[config.mk]
export PLATFORM = sky130hd
export DESIGN_NAME = dtc_controller
export DESIGN_NICKNAME = d
export VERILOG_FILES = /design/src/hw/rtl/dtc_pkg.sv /design/src/hw/rtl/dtc_controller.sv
export SDC_FILE = /design/constraint.sdc
export NUM_CORES = 1
export LEC_CHECK = 0
export BUFFER_PORTS_ARGS = -buffer_cell sky130_fd_sc_hd__buf_4
export CAP_MARGIN = 20
export CORE_AREA = 2 2 39 41
export CTS_CLUSTER_SIZE = 25
export DETAILED_ROUTE_END_ITERATION = 7
export DIE_AREA = 0 0 41 43
export GPL_ROUTABILITY_DRIVEN = 0
export GPL_TIMING_DRIVEN = 0
export PLACE_DENSITY = 0.38
export SLEW_MARGIN = 5
export SYNTH_ARGS = -nofsm -noshare
export SYNTH_HDL_FRONTEND = slang
export SYNTH_SLANG_ARGS = --single-unit
[constraint.sdc]
create_clock -name i_clk -period 1.25 [get_ports i_clk]
set_input_delay 0.25 -clock i_clk [delete_from_list [all_inputs] [get_ports i_clk]]
set_output_delay 0.25 -clock i_clk [all_outputs]
set_load 0.02 [all_outputs]
[src/hw/rtl/dtc_pkg.sv]
`default_nettype none

package dtc_pkg;

    localparam int KEY_INDEX_BITS = 24;
    localparam int BYTE_W         = 8;
    localparam int BYTE_SHIFT     = 16;
    localparam int WIN_W          = 2 * BYTE_W;
    localparam int KEY_W          = 40;
    localparam int CNT_W          = 25;

    // one bitmap row holds every third byte value for a fixed leading pair
    localparam int ROW_BITS = 2 ** BYTE_W;
    localparam int ROW_AW   = KEY_INDEX_BITS - BYTE_W;
    localparam int ROWS     = 2 ** ROW_AW;

    localparam logic [CNT_W-1:0] LIMIT_RESET = CNT_W'(20000);
    localparam logic [CNT_W-1:0] CNT_MAX     = '1;

    typedef struct packed {
        logic load;   // take the input word
        logic clr;    // write one zero row of the sweep
        logic rd;     // read the bitmap row of the current window
        logic step;   // update state and fill the output register
    } t_dp_cmd;

    typedef struct packed {
        logic count_nz;
        logic clr_last;
        logic out_free;
    } t_dp_status;

endpackage

`default_nettype wire

[src/hw/rtl/dtc_controller.sv]
`default_nettype none

module dtc_controller
    import dtc_pkg::*;
(
    input  wire logic       i_clk,
    input  wire logic       i_rst_n,
    input  wire logic       i_in_valid,
    input  wire logic       i_file_start,
    output logic            o_in_ready,
    output t_dp_cmd         o_cmd,
    input  wire t_dp_status i_status
);

    typedef enum logic [2:0] {
        S_BOOT_CLR,
        S_FILE_CLR,
        S_IDLE,
        S_READ,
        S_CHECK
    } t_state;

    t_state r_state;

    always_comb begin
        o_cmd      = '0;
        o_in_ready = (r_state == S_IDLE);
        unique case (r_state)
            S_BOOT_CLR, S_FILE_CLR: o_cmd.clr  = 1'b1;
            S_IDLE:                 o_cmd.load = i_in_valid;
            S_READ:                 o_cmd.rd   = 1'b1;
            S_CHECK:                o_cmd.step = i_status.out_free;
            default:                o_cmd      = '0;
        endcase
    end

    always_ff @(posedge i_clk) begin
        if (!i_rst_n) begin
            r_state <= S_BOOT_CLR;
        end else begin
            unique case (r_state)
                S_BOOT_CLR: begin
                    if (i_status.clr_last) r_state <= S_IDLE;
                end
                S_FILE_CLR: begin
                    if (i_status.clr_last) r_state <= S_READ;
                end
                S_IDLE: begin
                    if (i_in_valid) begin
                        // a new file after one with trigrams wipes the bitmap first
                        r_state <= (i_file_start && i_status.count_nz) ? S_FILE_CLR : S_READ;
                    end
                end
                S_READ: r_state <= S_CHECK;
                S_CHECK: begin
                    if (i_status.out_free) r_state <= S_IDLE;
                end
                default: r_state <= S_BOOT_CLR;
            endcase
        end
    end

endmodule

`default_nettype wire

======== After elaboration in Yosys (flattened, before gate mapping) ========
Cells that the tools add are included.
W data, S select, Z words.
word-level totals
  flip-flop bits (word level) ............. 3
  output and inout bits ................... 5
  word-level logic and storage cells ...... 23
operators by class
  eq/ne operators ......................... 8
  mux-type cells .......................... 10
  reduce and logical (&&, ||, !) cells .... 4
operators by type and width
  kind                  count
  $pmux W3 S5           1
  $mux W3               4
  $ne A2 B2 Y1 const B  4
  $eq A3 B2 Y1 const B  2
  $mux W1               4
  $reduce_and A4 Y1     1
  $eq A3 B1 Y1 const B  1
  $eq A3 B3 Y1 const B  1
  $logic_not A3 Y1      1
  $mux W2               1
  $reduce_or A2 Y1      1
  $logic_and A1 B1 Y1   1

======== Depth between registers and ports, before layout ========
  depth after elaboration ................. 4
  mapped depth ............................ 4
  mapped depth without buffers ............ 4

======== Worst setup path after synthesis ========
OpenSTA, ideal clock, no wires.
  kind .................................... register to output
  from .................................... reg r_state[1]
  to ...................................... out o_cmd[3] in the netlist's numbering
  arrival ................................. 1,132 ps
  slack ................................... -132 ps
  cell stages (with the launch flop) ...... 4
  cells stage by stage .................... dfxtp_1 -> buf_4 -> nor3b_2 -> and2_1
RTL lines
  what                    line                  text
  start, declared         dtc_controller.sv:23  t_state r_state;
  start signal, assigned  dtc_controller.sv:51  r_state <= (i_file_start && i_status.count_nz) ? S_FILE_CLR : S_READ;
  end, declared           dtc_controller.sv:11  output t_dp_cmd o_cmd,

==> metrics <==
Setup crit end kind=output pin; Cells after DPL=50; Post-synth ARST share=0%; startpoint types=flip-flop; drt first-iter violations=1; Setup Skew=2.48 ps; synthesized instance count=23; first-pass iteration count of the detailed router=2; Cell Area, Synth=196 um^2; Syn. warnings=0; vias in the first global route=223; core area=0.00138 mm^2; Synth-to-Final Area Change=96.8%; top sig layer=met3; chip height=43 um; Pwr per Cell Area=1140 mW/mm^2; EDFF count, synth=0; Final WS setup=-76.9 ps; I/O pins=12; Min Hold Slack=261 ps; DR WL met3=43 um; clock sinks=3; nets=50; clk buf depth=2; Total Wirelength=533 um; failing checks=setup timing; Largest Register=r_state; outcome=complete, but fails checks; biggest regs=r_state (3); top cell type's share of synthesized area=30.6%; max FFs per register=3; # port buffers=11; Slew @ Worst Pin=182 ps; final-report setup violation count=2; fin crit share=106%; P_leak=0.173 nW; first-pass GRT wire length=800 um; wire length on met2=286 um; final hold vios=0; critical path type=reg -> out; Peak VDD IR=427 uV; Worst Path Arrival=1080 ps; ranking of synthesized cells by area=dfxtp_1 (31%), nor3b_1 (7.6%), nor3b_2 (6.4%); Slew Limit Headroom=87.9%; prevailing post-synth register cell=dfxtp_1; layout cells sized above 1=64.3%; Cell Chain, Critical Path=nor3b_4, and2_4, buf_6; Antenna Nets Post-Route=0; vias per inst=3.88; GRT Overall Usage=7.21%; critical-path maximum fanout=5; count leader, synth=dfxtp_1; clock period minus worst slack=1330 ps; largest net degree at the start of global routing=7; Syn Area/Cell=8.54 um^2; Core Rows=14; post-synthesis sequential area ratio=30.6%; Core Util, Final=27.9%; HP Class=in -> reg; CP delay by family, top=simple AND/OR/NAND/NOR gates; die width=41 um; gr ovfl total=0; Clock H-tree levels=1; Starting Density=14.2%; initial antenna violation count=0; root buf cell=clkbuf_4; DIE AREA=0.00176 mm^2; DRC viols=0; RSZ-0062 raised after global routing=true; flops & latches, synth=3; DP Area=310 um^2; Post-Syn Nets=30; non-filler cells, final=58; total CTS buffers=3; CTS tree=done; Fmax=754 MHz; top cell type by total area after synthesis=dfxtp_1; Avg WL per Cell=9.19 um; CP max stage delay=350 ps; vias=225; Worst-Skew Late Latency=230 ps; critical path buffer and inverter count=1; wl on met1=204 um; ant diodes=0; Critical Path RT=1000 ps; post-route design area=387 um^2; pre-CTS WS=56.5 ps; max cap viols=0; Clock Pin Slew Worst Setup and Hold Paths=40 ps; Distinct cells, synth=18; Final Max Slew Viols=0; slowest CP cell=dfxtp_4; top cells by instance count after synthesis=dfxtp_1 (3), a21oi_1 (2), nand2_1 (2), nor3b_1 (2)
-- final cells by class --
cell class                 count  area (um^2)
tap                           16         20.0
multi-input combinational     19          148
clock buffer                   4         26.3
sequential                     3         68.8
fill                         159          997
timing repair buffer          16          124
-- cells in the final DEF (no fill, tap or decap) --
cell	Yosys	routed
dfxtp_4	0	2
or3_1	1	1
a21oi_1	2	2
o21ai_1	1	1
dfxtp_2	0	1
buf_6	0	1
buf_4	1	15
and2_4	0	1
nand2b_4	0	1
clkbuf_4	0	3
nand2b_1	1	1
nor3_1	1	1
mux2i_1	1	1
nor3b_4	0	1
nand3b_1	1	1
o21a_1	1	1
nor3b_1	2	1
clkbuf_1	0	1
nor2_1	1	1
nand2_1	2	2
and2b_2	1	1
nor3b_2	1	1
and3b_1	1	1
-- what timing repair did --
action	4_1_cts	5_1_grt
hold buffers	0	0
resized for setup	7	2
setup buffers	3	2
setup endpoints to repair	4	5
pin swaps	1	3
endpoints found under the hold margin	0	0
-- metrics by stage --
| stage | power [mW] | setup TNS [ps] |
|---|---|---|
| finish | 0.441 | -108 |
| detailed placement | 0.251 | 0 |
| global route | 0.475 | -287 |
| floorplan | 0.199 | -44.1 |
| global placement | 0.250 | 0 |
| CTS | 0.459 | -246 |
-- worst paths after layout --
kind                            from                       to  slack (ps)  cells past startpoint
max          r_state[0]$_SDFFE_PN0P_                 o_cmd[3]         -80                      3
min                          i_rst_n  r_state[2]$_SDFFE_PN0P_         260                      2
max reg2reg  r_state[0]$_SDFFE_PN0P_  r_state[1]$_SDFFE_PN0P_          70                      5
min reg2reg  r_state[2]$_SDFFE_PN0P_  r_state[0]$_SDFFE_PN0P_         480                      1
-- cells by family after synthesis --
| kind of cell | after synthesis | share of synthesized area, % |
|---|---|---|
| AO/OA/AOI/OAI | 4 | 11.5 |
| buffers and inverters | 1 | 3.82 |
| flip-flops | 3 | 30.6 |
| multiplexers | 1 | 5.10 |
| AND/OR/NAND/NOR | 14 | 49.0 |
-- metal layers --
metal | vias up | GRT usage (%)
met4 | 0 | 8.00
met2 | 7 | 10.6
met3 | 0 | 2.09
met5 | - | 0
li1 | 118 | -
met1 | 100 | 7.03
-- power breakdown --
group          total, mW  switching (mW)  leakage, nW  internal (mW)
Combinational      0.157          0.0644        0.131         0.0928
Sequential         0.118          0.0121       0.0264          0.106
Clock              0.166          0.0464       0.0150          0.119
Total              0.441           0.123        0.173          0.319
Note: power is estimated with default switching activity, not from simulation.
